## src/hw/rtl/h264_luma_qpel_interpolator_unit_assert.svh

```systemverilog
// Assertion macros used by the line buffer of the luma quarter-sample interpolator RTL.
// The including module must provide clk and rst_n.
`ifndef H264_LUMA_QPEL_INTERPOLATOR_UNIT_ASSERT_SVH
`define H264_LUMA_QPEL_INTERPOLATOR_UNIT_ASSERT_SVH

// Checks that the condition holds in the same cycle.
`define HLQI_ASSERT_NOW(label, ante, cons, msg) \
    label: assert property (@(posedge clk) disable iff (!rst_n) (ante) |-> (cons)) \
        else $error(msg);

// Checks that the condition holds in the next cycle.
`define HLQI_ASSERT_NEXT(label, ante, cons, msg) \
    label: assert property (@(posedge clk) disable iff (!rst_n) (ante) |=> (cons)) \
        else $error(msg);

`endif

```

## src/hw/rtl/hlqi_pkg.sv

```systemverilog
// Types, constants and arithmetic helpers of the luma quarter-sample interpolator.
// Used by every RTL module of the block except the RAM; depends on nothing.
`timescale 1ns / 1ps

package hlqi_pkg;

    localparam int PIX_W       = 8;
    localparam int PIX_MAX     = 255;
    localparam int VSUM_W      = 15;
    localparam int NUM_TAPS    = 6;
    localparam int LINE_ROWS   = 5;
    localparam int RS_W        = 3;
    localparam int WIN_EXTRA   = 5;
    localparam int MIN_SIZE    = 4;
    localparam int CFG_W       = 5;
    localparam int CFG_IDX_W   = 2;
    localparam int FRAC_W      = 2;
    localparam int SIZE_RESET  = 16;
    localparam int TAP_OUTER   = 5;
    localparam int TAP_INNER   = 20;
    localparam int HALF_ROUND  = 16;
    localparam int HALF_SHIFT  = 5;
    localparam int CTR_ROUND   = 512;
    localparam int CTR_SHIFT   = 10;

    typedef logic [PIX_W-1:0] pixel_t;
    typedef logic signed [VSUM_W-1:0] vsum_t;
    typedef pixel_t [LINE_ROWS-1:0] line_word_t;
    typedef pixel_t [NUM_TAPS-1:0] column_t;

    typedef enum logic [CFG_IDX_W-1:0] {
        REG_FRAC_X       = 2'd0,
        REG_FRAC_Y       = 2'd1,
        REG_BLOCK_WIDTH  = 2'd2,
        REG_BLOCK_HEIGHT = 2'd3
    } cfg_reg_t;

    typedef enum logic [3:0] {
        POS_FULL = 4'd0,
        POS_A    = 4'd1,
        POS_B    = 4'd2,
        POS_C    = 4'd3,
        POS_D    = 4'd4,
        POS_E    = 4'd5,
        POS_F    = 4'd6,
        POS_G    = 4'd7,
        POS_H    = 4'd8,
        POS_I    = 4'd9,
        POS_J    = 4'd10,
        POS_K    = 4'd11,
        POS_N    = 4'd12,
        POS_P    = 4'd13,
        POS_Q    = 4'd14,
        POS_R    = 4'd15
    } qpel_pos_t;

    typedef struct packed {
        logic has_result;
        logic last;
    } item_tag_t;

    typedef struct packed {
        pixel_t pix_g;
        pixel_t pix_h;
        pixel_t pix_m;
        pixel_t half_b;
        pixel_t half_s;
        pixel_t half_h;
        pixel_t half_m;
        pixel_t half_j;
    } interp_t;

    function automatic vsum_t taps_pix(input pixel_t p0, input pixel_t p1, input pixel_t p2,
                                       input pixel_t p3, input pixel_t p4, input pixel_t p5);
        int acc;
        acc = int'(p0) - TAP_OUTER * int'(p1) + TAP_INNER * int'(p2)
            + TAP_INNER * int'(p3) - TAP_OUTER * int'(p4) + int'(p5);
        return vsum_t'(acc);
    endfunction

    function automatic int taps_sum(input vsum_t v0, input vsum_t v1, input vsum_t v2,
                                    input vsum_t v3, input vsum_t v4, input vsum_t v5);
        return int'(v0) - TAP_OUTER * int'(v1) + TAP_INNER * int'(v2)
            + TAP_INNER * int'(v3) - TAP_OUTER * int'(v4) + int'(v5);
    endfunction

    function automatic pixel_t round_clip(input int v, input int add, input int sh);
        int t;
        t = v + add;
        if (t < 0)
        begin
            return '0;
        end
        t = t >>> sh;
        if (t > PIX_MAX)
        begin
            return pixel_t'(PIX_MAX);
        end
        return pixel_t'(t);
    endfunction

    function automatic pixel_t avg2(input pixel_t a, input pixel_t b);
        logic [PIX_W:0] s;
        s = {1'b0, a} + {1'b0, b} + {{PIX_W{1'b0}}, 1'b1};
        return s[PIX_W:1];
    endfunction

endpackage

```

## src/hw/rtl/hlqi_ram.sv

```systemverilog
// Generic single-write, single-read RAM with a registered read port.
// Uses no package; instantiated by the line buffer.
`timescale 1ns / 1ps

module hlqi_ram #(
    parameter int WIDTH = 8,
    parameter int DEPTH = 16,
    localparam int ADDR_W = (DEPTH > 1) ? $clog2(DEPTH) : 1
) (
    input  logic              clk,
    input  logic              wr_en,
    input  logic [ADDR_W-1:0] wr_addr,
    input  logic [WIDTH-1:0]  wr_data,
    input  logic              rd_en,
    input  logic [ADDR_W-1:0] rd_addr,
    output logic [WIDTH-1:0]  rd_data
);

    logic [WIDTH-1:0] mem_reg [DEPTH];
    logic [WIDTH-1:0] rd_data_reg;

    always_ff @(posedge clk)
    begin
        if (wr_en)
        begin
            mem_reg[wr_addr] <= wr_data;
        end
        if (rd_en)
        begin
            rd_data_reg <= mem_reg[rd_addr];
        end
    end

    assign rd_data = rd_data_reg;

endmodule

```

## src/hw/rtl/hlqi_line_buf.sv

```systemverilog
// Window position counters, five-row line memory and the column register stage.
// Depends on hlqi_pkg, hlqi_ram and the assertion macro header.
`timescale 1ns / 1ps
`include "h264_luma_qpel_interpolator_unit_assert.svh"

module hlqi_line_buf #(
    parameter int MAX_WIDTH  = 16,
    parameter int MAX_HEIGHT = 16
) (
    input  logic                           clk,
    input  logic                           rst_n,
    input  logic                           in_valid,
    output logic                           in_stall,
    input  hlqi_pkg::pixel_t               ref_pixel,
    input  logic [hlqi_pkg::CFG_W-1:0]     block_width,
    input  logic [hlqi_pkg::CFG_W-1:0]     block_height,
    output logic                           col_valid,
    input  logic                           col_ready,
    output hlqi_pkg::column_t              col_data,
    output hlqi_pkg::item_tag_t            col_tag
);

    localparam int LINE_W = MAX_WIDTH + hlqi_pkg::WIN_EXTRA;
    localparam int COL_W  = $clog2(LINE_W);
    localparam int ROW_W  = $clog2(MAX_HEIGHT + hlqi_pkg::WIN_EXTRA);
    localparam int RS_W   = hlqi_pkg::RS_W;

    logic [COL_W-1:0]        col_cnt_reg, col_cnt_next;
    logic [ROW_W-1:0]        row_cnt_reg, row_cnt_next;
    logic [RS_W-1:0]         rs_reg, rs_next;
    logic [COL_W-1:0]        w_size, w_last;
    logic [ROW_W-1:0]        h_size, h_last;
    logic                    last_col, last_row, has_result;
    logic                    accept, col_move;

    logic                    s1_valid_reg, s1_valid_next;
    hlqi_pkg::pixel_t        s1_pix_reg;
    logic [COL_W-1:0]        s1_addr_reg;
    logic [RS_W-1:0]         s1_rs_reg;
    hlqi_pkg::item_tag_t     s1_tag_reg;

    hlqi_pkg::line_word_t    rd_word, wr_word;

    always_comb
    begin
        if (int'(block_width) < hlqi_pkg::MIN_SIZE)
        begin
            w_size = COL_W'(hlqi_pkg::MIN_SIZE);
        end
        else if (int'(block_width) > MAX_WIDTH)
        begin
            w_size = COL_W'(MAX_WIDTH);
        end
        else
        begin
            w_size = COL_W'(block_width);
        end
        if (int'(block_height) < hlqi_pkg::MIN_SIZE)
        begin
            h_size = ROW_W'(hlqi_pkg::MIN_SIZE);
        end
        else if (int'(block_height) > MAX_HEIGHT)
        begin
            h_size = ROW_W'(MAX_HEIGHT);
        end
        else
        begin
            h_size = ROW_W'(block_height);
        end
        w_last = w_size + COL_W'(hlqi_pkg::WIN_EXTRA - 1);
        h_last = h_size + ROW_W'(hlqi_pkg::WIN_EXTRA - 1);
    end

    assign last_col   = col_cnt_reg >= w_last;
    assign last_row   = row_cnt_reg >= h_last;
    assign has_result = (row_cnt_reg >= ROW_W'(hlqi_pkg::WIN_EXTRA))
                     && (col_cnt_reg >= COL_W'(hlqi_pkg::WIN_EXTRA));

    assign col_move = s1_valid_reg && col_ready;
    assign in_stall = s1_valid_reg && !col_ready;
    assign accept   = in_valid && !in_stall;

    always_comb
    begin
        col_cnt_next = col_cnt_reg;
        row_cnt_next = row_cnt_reg;
        rs_next      = rs_reg;
        if (accept)
        begin
            if (last_col)
            begin
                col_cnt_next = '0;
                if (last_row)
                begin
                    row_cnt_next = '0;
                    rs_next      = '0;
                end
                else
                begin
                    row_cnt_next = row_cnt_reg + ROW_W'(1);
                    if (rs_reg == RS_W'(hlqi_pkg::LINE_ROWS - 1))
                    begin
                        rs_next = '0;
                    end
                    else
                    begin
                        rs_next = rs_reg + RS_W'(1);
                    end
                end
            end
            else
            begin
                col_cnt_next = col_cnt_reg + COL_W'(1);
            end
        end
    end

    always_comb
    begin
        if (accept)
        begin
            s1_valid_next = 1'b1;
        end
        else if (col_move)
        begin
            s1_valid_next = 1'b0;
        end
        else
        begin
            s1_valid_next = s1_valid_reg;
        end
    end

    always_ff @(posedge clk or negedge rst_n)
    begin
        if (!rst_n)
        begin
            col_cnt_reg  <= '0;
            row_cnt_reg  <= '0;
            rs_reg       <= '0;
            s1_valid_reg <= 1'b0;
        end
        else
        begin
            col_cnt_reg  <= col_cnt_next;
            row_cnt_reg  <= row_cnt_next;
            rs_reg       <= rs_next;
            s1_valid_reg <= s1_valid_next;
        end
    end

    always_ff @(posedge clk)
    begin
        if (accept)
        begin
            s1_pix_reg            <= ref_pixel;
            s1_addr_reg           <= col_cnt_reg;
            s1_rs_reg             <= rs_reg;
            s1_tag_reg.has_result <= has_result;
            s1_tag_reg.last       <= last_col && last_row;
        end
    end

    // The line memory holds, per column, the five most recent rows in rotating slots.
    always_comb
    begin
        logic [RS_W:0] idx_sum;
        logic [RS_W-1:0] idx;
        for (int i = 0; i < hlqi_pkg::LINE_ROWS; i++)
        begin
            idx_sum = {1'b0, s1_rs_reg} + (RS_W + 1)'(i);
            if (idx_sum >= (RS_W + 1)'(hlqi_pkg::LINE_ROWS))
            begin
                idx = RS_W'(idx_sum - (RS_W + 1)'(hlqi_pkg::LINE_ROWS));
            end
            else
            begin
                idx = idx_sum[RS_W-1:0];
            end
            col_data[i] = rd_word[idx];
        end
        col_data[hlqi_pkg::NUM_TAPS-1] = s1_pix_reg;
        wr_word = rd_word;
        wr_word[s1_rs_reg] = s1_pix_reg;
    end

    hlqi_ram #(
        .WIDTH($bits(hlqi_pkg::line_word_t)),
        .DEPTH(LINE_W)
    ) u_line_ram (
        .clk     (clk),
        .wr_en   (col_move),
        .wr_addr (s1_addr_reg),
        .wr_data (wr_word),
        .rd_en   (accept),
        .rd_addr (col_cnt_reg),
        .rd_data (rd_word)
    );

    assign col_valid = s1_valid_reg;
    assign col_tag   = s1_tag_reg;

    `HLQI_ASSERT_NEXT(a_col_wrap, accept && last_col, col_cnt_reg == '0,
        "column counter did not wrap after the last window column")
    `HLQI_ASSERT_NEXT(a_block_wrap, accept && last_col && last_row,
        row_cnt_reg == '0 && rs_reg == '0,
        "row counters did not restart after the last window pixel")
    `HLQI_ASSERT_NEXT(a_row_hold, accept && !last_col,
        $stable(row_cnt_reg) && $stable(rs_reg),
        "row counters moved inside a window row")
    `HLQI_ASSERT_NOW(a_phase_zero, row_cnt_reg == '0, rs_reg == '0,
        "line memory phase is not zero at the first window row")

endmodule

```

## src/hw/rtl/hlqi_filter.sv

```systemverilog
// Six-by-six pixel window, vertical tap sums and the half-sample filter stage.
// Depends on hlqi_pkg.
`timescale 1ns / 1ps

module hlqi_filter (
    input  logic                 clk,
    input  logic                 rst_n,
    input  logic                 col_valid,
    output logic                 col_ready,
    input  hlqi_pkg::column_t    col_data,
    input  hlqi_pkg::item_tag_t  col_tag,
    output logic                 res_valid,
    input  logic                 res_ready,
    output hlqi_pkg::interp_t    res_data,
    output logic                 res_last
);

    localparam int N = hlqi_pkg::NUM_TAPS;

    hlqi_pkg::pixel_t   win_reg [N][N];
    hlqi_pkg::vsum_t    vs_reg [N];
    logic               s2_valid_reg, s2_valid_next;
    logic               s2_last_reg;
    logic               s3_valid_reg, s3_valid_next;
    hlqi_pkg::interp_t  s3_data_reg;
    logic               s3_last_reg;
    hlqi_pkg::interp_t  calc;
    logic               col_move, s2_move, s3_move, s3_free;

    assign s3_move   = s3_valid_reg && res_ready;
    assign s3_free   = !s3_valid_reg || s3_move;
    assign s2_move   = s2_valid_reg && s3_free;
    assign col_ready = !s2_valid_reg || s2_move;
    assign col_move  = col_valid && col_ready;

    always_ff @(posedge clk)
    begin
        if (col_move)
        begin
            for (int i = 0; i < N; i++)
            begin
                for (int j = 0; j < N - 1; j++)
                begin
                    win_reg[i][j] <= win_reg[i][j+1];
                end
                win_reg[i][N-1] <= col_data[i];
            end
            for (int j = 0; j < N - 1; j++)
            begin
                vs_reg[j] <= vs_reg[j+1];
            end
            vs_reg[N-1] <= hlqi_pkg::taps_pix(col_data[0], col_data[1], col_data[2],
                                              col_data[3], col_data[4], col_data[5]);
            s2_last_reg <= col_tag.last;
        end
        if (s2_move)
        begin
            s3_data_reg <= calc;
            s3_last_reg <= s2_last_reg;
        end
    end

    always_comb
    begin
        calc.pix_g  = win_reg[2][2];
        calc.pix_h  = win_reg[2][3];
        calc.pix_m  = win_reg[3][2];
        calc.half_b = hlqi_pkg::round_clip(
            int'(hlqi_pkg::taps_pix(win_reg[2][0], win_reg[2][1], win_reg[2][2],
                                    win_reg[2][3], win_reg[2][4], win_reg[2][5])),
            hlqi_pkg::HALF_ROUND, hlqi_pkg::HALF_SHIFT);
        calc.half_s = hlqi_pkg::round_clip(
            int'(hlqi_pkg::taps_pix(win_reg[3][0], win_reg[3][1], win_reg[3][2],
                                    win_reg[3][3], win_reg[3][4], win_reg[3][5])),
            hlqi_pkg::HALF_ROUND, hlqi_pkg::HALF_SHIFT);
        calc.half_h = hlqi_pkg::round_clip(int'(vs_reg[2]), hlqi_pkg::HALF_ROUND,
                                           hlqi_pkg::HALF_SHIFT);
        calc.half_m = hlqi_pkg::round_clip(int'(vs_reg[3]), hlqi_pkg::HALF_ROUND,
                                           hlqi_pkg::HALF_SHIFT);
        calc.half_j = hlqi_pkg::round_clip(
            hlqi_pkg::taps_sum(vs_reg[0], vs_reg[1], vs_reg[2], vs_reg[3], vs_reg[4],
                               vs_reg[5]),
            hlqi_pkg::CTR_ROUND, hlqi_pkg::CTR_SHIFT);
    end

    always_comb
    begin
        if (col_move)
        begin
            s2_valid_next = col_tag.has_result;
        end
        else if (s2_move)
        begin
            s2_valid_next = 1'b0;
        end
        else
        begin
            s2_valid_next = s2_valid_reg;
        end
        if (s2_move)
        begin
            s3_valid_next = 1'b1;
        end
        else if (s3_move)
        begin
            s3_valid_next = 1'b0;
        end
        else
        begin
            s3_valid_next = s3_valid_reg;
        end
    end

    always_ff @(posedge clk or negedge rst_n)
    begin
        if (!rst_n)
        begin
            s2_valid_reg <= 1'b0;
            s3_valid_reg <= 1'b0;
        end
        else
        begin
            s2_valid_reg <= s2_valid_next;
            s3_valid_reg <= s3_valid_next;
        end
    end

    assign res_valid = s3_valid_reg;
    assign res_data  = s3_data_reg;
    assign res_last  = s3_last_reg;

endmodule

```

## src/hw/rtl/hlqi_out.sv

```systemverilog
// Quarter-sample selection and averaging, followed by the output register.
// Depends on hlqi_pkg.
`timescale 1ns / 1ps

module hlqi_out (
    input  logic                           clk,
    input  logic                           rst_n,
    input  logic                           res_valid,
    output logic                           res_ready,
    input  hlqi_pkg::interp_t              res_data,
    input  logic                           res_last,
    input  logic [hlqi_pkg::FRAC_W-1:0]    frac_x,
    input  logic [hlqi_pkg::FRAC_W-1:0]    frac_y,
    output logic                           out_valid,
    input  logic                           out_stall,
    output hlqi_pkg::pixel_t               pred_pixel,
    output logic                           block_last
);

    logic                 out_valid_reg, out_valid_next;
    hlqi_pkg::pixel_t     pred_reg, pred_next;
    logic                 last_reg;
    hlqi_pkg::qpel_pos_t  pos;

    assign pos       = hlqi_pkg::qpel_pos_t'({frac_y, frac_x});
    assign res_ready = !out_valid_reg || !out_stall;

    always_comb
    begin
        case (pos)
            hlqi_pkg::POS_FULL: pred_next = res_data.pix_g;
            hlqi_pkg::POS_A:    pred_next = hlqi_pkg::avg2(res_data.pix_g, res_data.half_b);
            hlqi_pkg::POS_B:    pred_next = res_data.half_b;
            hlqi_pkg::POS_C:    pred_next = hlqi_pkg::avg2(res_data.pix_h, res_data.half_b);
            hlqi_pkg::POS_D:    pred_next = hlqi_pkg::avg2(res_data.pix_g, res_data.half_h);
            hlqi_pkg::POS_E:    pred_next = hlqi_pkg::avg2(res_data.half_b, res_data.half_h);
            hlqi_pkg::POS_F:    pred_next = hlqi_pkg::avg2(res_data.half_b, res_data.half_j);
            hlqi_pkg::POS_G:    pred_next = hlqi_pkg::avg2(res_data.half_b, res_data.half_m);
            hlqi_pkg::POS_H:    pred_next = res_data.half_h;
            hlqi_pkg::POS_I:    pred_next = hlqi_pkg::avg2(res_data.half_h, res_data.half_j);
            hlqi_pkg::POS_J:    pred_next = res_data.half_j;
            hlqi_pkg::POS_K:    pred_next = hlqi_pkg::avg2(res_data.half_j, res_data.half_m);
            hlqi_pkg::POS_N:    pred_next = hlqi_pkg::avg2(res_data.pix_m, res_data.half_h);
            hlqi_pkg::POS_P:    pred_next = hlqi_pkg::avg2(res_data.half_h, res_data.half_s);
            hlqi_pkg::POS_Q:    pred_next = hlqi_pkg::avg2(res_data.half_j, res_data.half_s);
            hlqi_pkg::POS_R:    pred_next = hlqi_pkg::avg2(res_data.half_m, res_data.half_s);
            default:            pred_next = res_data.pix_g;
        endcase
    end

    always_comb
    begin
        if (res_ready)
        begin
            out_valid_next = res_valid;
        end
        else
        begin
            out_valid_next = out_valid_reg;
        end
    end

    always_ff @(posedge clk or negedge rst_n)
    begin
        if (!rst_n)
        begin
            out_valid_reg <= 1'b0;
        end
        else
        begin
            out_valid_reg <= out_valid_next;
        end
    end

    always_ff @(posedge clk)
    begin
        if (res_valid && res_ready)
        begin
            pred_reg <= pred_next;
            last_reg <= res_last;
        end
    end

    assign out_valid  = out_valid_reg;
    assign pred_pixel = pred_reg;
    assign block_last = last_reg;

endmodule

```

## src/hw/rtl/h264_luma_qpel_interpolator_unit.sv

```systemverilog
// Channel   Handshake            Payload
// cfg       cfg_we               cfg_index, cfg_data
// in        in_valid / in_stall  ref_pixel
// out       out_valid / out_stall pred_pixel, block_last
//
// One reference pixel is taken per clock while in_stall is low; its prediction is valid
// at the output once it has passed the column, window, filter and output registers.
// The rate is set by the line memory, which takes one column read and one write per cycle.
// Reset clears the window counters and pipeline valids and loads the register defaults;
// the line memory and pixel window start undefined and need no clearing pass.
// A stall on the output holds the whole pipeline, which then stalls the input.
// Top level of the luma quarter-sample interpolator; depends on hlqi_pkg,
// hlqi_line_buf, hlqi_filter and hlqi_out.
`timescale 1ns / 1ps

module h264_luma_qpel_interpolator_unit #(
    parameter int MAX_WIDTH  = 16,
    parameter int MAX_HEIGHT = 16
) (
    input  logic                              clk,
    input  logic                              rst_n,
    input  logic                              cfg_we,
    input  logic [hlqi_pkg::CFG_IDX_W-1:0]    cfg_index,
    input  logic [hlqi_pkg::CFG_W-1:0]        cfg_data,
    input  logic                              in_valid,
    output logic                              in_stall,
    input  logic [hlqi_pkg::PIX_W-1:0]        ref_pixel,
    output logic                              out_valid,
    input  logic                              out_stall,
    output logic [hlqi_pkg::PIX_W-1:0]        pred_pixel,
    output logic                              block_last
);

    logic [hlqi_pkg::FRAC_W-1:0]  frac_x_reg, frac_x_next;
    logic [hlqi_pkg::FRAC_W-1:0]  frac_y_reg, frac_y_next;
    logic [hlqi_pkg::CFG_W-1:0]   width_reg, width_next;
    logic [hlqi_pkg::CFG_W-1:0]   height_reg, height_next;

    logic                 col_valid, col_ready;
    hlqi_pkg::column_t    col_data;
    hlqi_pkg::item_tag_t  col_tag;
    logic                 res_valid, res_ready, res_last;
    hlqi_pkg::interp_t    res_data;

    always_comb
    begin
        frac_x_next = frac_x_reg;
        frac_y_next = frac_y_reg;
        width_next  = width_reg;
        height_next = height_reg;
        if (cfg_we)
        begin
            case (hlqi_pkg::cfg_reg_t'(cfg_index))
                hlqi_pkg::REG_FRAC_X:       frac_x_next = cfg_data[hlqi_pkg::FRAC_W-1:0];
                hlqi_pkg::REG_FRAC_Y:       frac_y_next = cfg_data[hlqi_pkg::FRAC_W-1:0];
                hlqi_pkg::REG_BLOCK_WIDTH:  width_next  = cfg_data;
                hlqi_pkg::REG_BLOCK_HEIGHT: height_next = cfg_data;
                default:                    width_next  = width_reg;
            endcase
        end
    end

    always_ff @(posedge clk or negedge rst_n)
    begin
        if (!rst_n)
        begin
            frac_x_reg <= '0;
            frac_y_reg <= '0;
            width_reg  <= hlqi_pkg::CFG_W'(hlqi_pkg::SIZE_RESET);
            height_reg <= hlqi_pkg::CFG_W'(hlqi_pkg::SIZE_RESET);
        end
        else
        begin
            frac_x_reg <= frac_x_next;
            frac_y_reg <= frac_y_next;
            width_reg  <= width_next;
            height_reg <= height_next;
        end
    end

    hlqi_line_buf #(
        .MAX_WIDTH  (MAX_WIDTH),
        .MAX_HEIGHT (MAX_HEIGHT)
    ) u_line_buf (
        .clk          (clk),
        .rst_n        (rst_n),
        .in_valid     (in_valid),
        .in_stall     (in_stall),
        .ref_pixel    (ref_pixel),
        .block_width  (width_reg),
        .block_height (height_reg),
        .col_valid    (col_valid),
        .col_ready    (col_ready),
        .col_data     (col_data),
        .col_tag      (col_tag)
    );

    hlqi_filter u_filter (
        .clk       (clk),
        .rst_n     (rst_n),
        .col_valid (col_valid),
        .col_ready (col_ready),
        .col_data  (col_data),
        .col_tag   (col_tag),
        .res_valid (res_valid),
        .res_ready (res_ready),
        .res_data  (res_data),
        .res_last  (res_last)
    );

    hlqi_out u_out (
        .clk        (clk),
        .rst_n      (rst_n),
        .res_valid  (res_valid),
        .res_ready  (res_ready),
        .res_data   (res_data),
        .res_last   (res_last),
        .frac_x     (frac_x_reg),
        .frac_y     (frac_y_reg),
        .out_valid  (out_valid),
        .out_stall  (out_stall),
        .pred_pixel (pred_pixel),
        .block_last (block_last)
    );

endmodule

```

## config.mk

```make
export PLATFORM = sky130hd
export DESIGN_NAME = h264_luma_qpel_interpolator_unit
export DESIGN_NICKNAME = d
export VERILOG_FILES = /design/src/hw/rtl/hlqi_pkg.sv /design/src/hw/rtl/hlqi_ram.sv /design/src/hw/rtl/hlqi_line_buf.sv /design/src/hw/rtl/hlqi_filter.sv /design/src/hw/rtl/hlqi_out.sv /design/src/hw/rtl/h264_luma_qpel_interpolator_unit.sv
export VERILOG_INCLUDE_DIRS = /design/src /design/src/hw/rtl
export SDC_FILE = /design/constraint.sdc
export NUM_CORES = 2
export LEC_CHECK = 0
export BUFFER_PORTS_ARGS = -buffer_cell sky130_fd_sc_hd__buf_4
export CAP_MARGIN = 20
export CORE_UTILIZATION = 58
export DETAILED_ROUTE_END_ITERATION = 6
export PLACE_DENSITY = 0.74
export SETUP_SLACK_MARGIN = 0.02
export SYNTH_ARGS = -nofsm -noshare
export SYNTH_HDL_FRONTEND = slang
export SYNTH_SLANG_ARGS = --single-unit
export TNS_END_PERCENT = 20
```

## constraint.sdc

```tcl
create_clock -name clk -period 20.6 [get_ports clk]
set_clock_uncertainty 0.05 [all_clocks]
set_input_delay 1.03 -clock clk [delete_from_list [all_inputs] [get_ports clk]]
set_output_delay 1.03 -clock clk [all_outputs]
set_load 0.02 [all_outputs]
```

==> results by group <==
Status
  – Status: finished, final reports clean

Global routing
  – Grt ovf: 0
  – Via count of the first global-routing pass: just under 40000
  – First-pass GRT wire length: around 240000 um
  – All-Layer GR Usage: roughly 28%
  – Largest net degree at the start of global routing: between 100 and 150
  – Initial antenna violation count: 2

Critical path
  – Critical path's top delay family: adder cells
  – Worst reg-to-reg setup slack: 12.70 ns
  – Nature of the critical path startpoint: flip-flop
  – Crit. End Element: flip-flop
  – Worst path max stage delay: 0.74 ns
  – CP required: around 21 ns
  – CP Max Fanout: 14
  – Bufs and invs on worst path: 4
  – Slowest-stage cell, CP: nor3_1
  – Worst Path Arrival: 8.30 ns
  – Worst setup path class: reg2reg

Timing
  – Final Hold Vio Count: 0
  – RSZ-0062 raised after global routing: no
  – Slew headroom: between 20% and 30%
  – Final setup fails: 0
  – Fin crit share: 38.3%
  – Tightest Pin Transition: around 1.1 ns
  – Max Slew Vio Count: 0
  – Fmax: 127 MHz
  – Setup TNS Final: 0 ns
  – PnR worst setup slack: 12.70 ns
  – Crit path time final: roughly 7.9 ns

Synth
  – Post-synth cell types: 100
  – Main synth FF type: edfxtp_1
  – FFs w/ async S/R, synth: ~2.6%
  – Post-synthesis sequential area ratio: between 50 and 60%
  – Ys Warns: 0
  – Average cell area after synthesis: ~14 um^2
  – Count of flip-flops with a built-in enable after synthesis: about 1200
  – Mapped Cells: about 4500
  – Mapped Nets: 5209
  – Netlist Area Pre-Place: around 65000 um^2
  – Register bit total from synthesis: 1190

Route
  – DR vias/cell: about 6.2
  – Post-detailed-routing wire length: between 150000 and 200000 um
  – DRC errors left: 0
  – Via count: around 38000
  – Initial DRT Pass Iterations: 6
  – Final ANT Viol Nets: 0
  – DRT iter0 DRCs: about 3700
  – Routed len/inst: 25.2 um

Clock tree
  – Clock latency on the worst-skew pair: a little over 0.7 ns
  – H-tree levels: 3
  – Reg clk slew, reported paths: roughly 0.060 ns
  – CTS sink cnt: between 1000 and 1500
  – Post-CTS Setup Inserts: 0
  – Clock root buffer: clkbuf_16
  – TritonCTS Buffers: around 120
  – Clock buffer depth: 3
  – CTS tree: done
  – Hold buffers post-CTS: 0
  – Post-CTS Resized: 0

Place
  – Port bufs: 30
  – HPWL Detailed: ~100000 um
  – RD Place Congestion: ~0.92
  – Post-Place Worst Slack: between 10 and 15 ns

Flow run
  – Max Cap Viol: 0

Floorplan
  – Die height: approximately 340 um
  – CORE AREA: around 110000 um^2
  – Rows: between 100 and 150
  – Starting Density: 58.7%
  – Top-level I/O count: 31
  – Chip width: about 340 um
  – DIE AREA: around 110000 um^2

Hold path
  – Min-Delay Path Class: in2async

Final layout
  – Max FFs per register: 840
  – Nets: 5308
  – Share of cells above drive strength 1: a little over an eighth
  – Area growth from synthesis to layout: 9.35%
## synth_stat cells (all sizes together), types with 16 or more instances
| master | n | share of area, % |
|---|---|---|
| a21boi | 35 | 0.42 |
| xor2 | 69 | 0.94 |
| o21a | 77 | 0.89 |
| buf | 27 | 0.16 |
| nor2 | 204 | 1.2 |
| nor3 | 55 | 0.43 |
| nand2 | 136 | 0.78 |
| a21oi | 216 | 1.7 |
| o21ai | 152 | 1.2 |
| o22ai | 23 | 0.23 |
| nand2b | 32 | 0.31 |
| a22o | 30 | 0.40 |
| mux2i | 57 | 0.88 |
| mux2 | 45 | 0.78 |
| edfxtp | 1159 | 53 |
| o221ai | 42 | 0.56 |
| fa | 203 | 6.2 |
| xnor2 | 157 | 2.1 |
| a22oi | 54 | 0.62 |
| ha | 490 | 9.4 |
| a21o | 52 | 0.60 |
| mux4 | 237 | 8.2 |
| and3 | 26 | 0.25 |
| inv | 455 | 2.6 |
| nor2b | 68 | 0.66 |
| clkbuf | 78 | 0.45 |
| o21bai | 34 | 0.39 |
| dfrtp | 29 | 1.1 |
| or3 | 16 | 0.15 |
| nand3 | 48 | 0.38 |
## per-stage QoR
step / std cells / utilization [%] / area, um^2 / hold slack [ns]
2_1_floorplan: 4496 / - / 65200 / 0.350
3_3_place_gp: 5952 / 60.7 / 67400 / 0.354
3_5_place_dp: 5956 / 60.8 / 67400 / 0.360
4_1_cts: 6168 / 64.2 / 71200 / 0.189
5_1_grt: 6176 / 64.2 / 71300 / 0.218
6_report: 6178 / 64.2 / 71300 / 0.215
## layer usage
metal	GRT usage, %	wire length [um]	up-vias
met1	37.4	62700	19200
li1	-	-	17200
met2	46.4	76000	1572
met4	10.3	5860	2
met5	0	12	-
met3	4.02	10900	323
## placed cells by master (no fill, tap or decap), drive strengths merged, types with 32 or more instances in the layout
cell type,count
a21boi,35
a21o,52
a21oi,216
a22oi,54
buf,85
clkbuf,143
clkinv,51
edfxtp,1159
fa,203
ha,490
inv,460
mux2,45
mux2i,57
mux4,237
nand2,136
nand2b,32
nand3,48
nor2,204
nor2b,68
nor3,55
o21a,77
o21ai,152
o21bai,34
o221ai,42
xnor2,157
xor2,69
## path summary, 6_finish.rpt
path | startpoint | endpoint | depth (start not counted)
hold / removal | rst_n | u_out.out_valid | 1
setup / recovery | u_line_buf.s1_rs_reg[0] | u_filter.vs_reg[5][12] | 27
setup reg to reg | u_line_buf.s1_rs_reg[0] | u_filter.vs_reg[5][12] | 27
hold reg to reg | u_filter.s2_last_reg | u_filter.res_last | 0
min in group clk | u_filter.s2_last_reg | u_filter.res_last | 0
max in group asynchronous | rst_n | u_line_buf.col_cnt_reg[1] | 1
## area by class of cell
| type | instances | area [um^2] |
|---|---|---|
| Sequential cell | 1190 | 35600 |
| Clock inverter | 69 | 683 |
| Inverter | 455 | 1720 |
| Fill cell | 7945 | 39700 |
| Multi-Input combinational cell | 2746 | 27700 |
| Tap cell | 1488 | 1860 |
| Antenna cell | 2 | 5.00 |
| Timing Repair Buffer | 85 | 651 |
| Clock buffer | 143 | 3090 |
## logic make-up (layout without fill, tap and decap cells)
logic type	Yosys count	count (layout)	synth area share, %
multiplexers	339	339	9.84
AO/OA/AOI/OAI	817	817	8.40
XOR/XNOR	226	226	3.05
flip-flops	1190	1190	54.6
other	0	2	0
buffers and inverters	560	752	3.23
adder cells (fa/ha/maj)	694	694	15.7
AND/OR/NAND/NOR	670	670	5.22
Power is left out: the tool's default activity adds up to more than one toggle a clock period on the data nets, which glitch-free logic cannot reach.
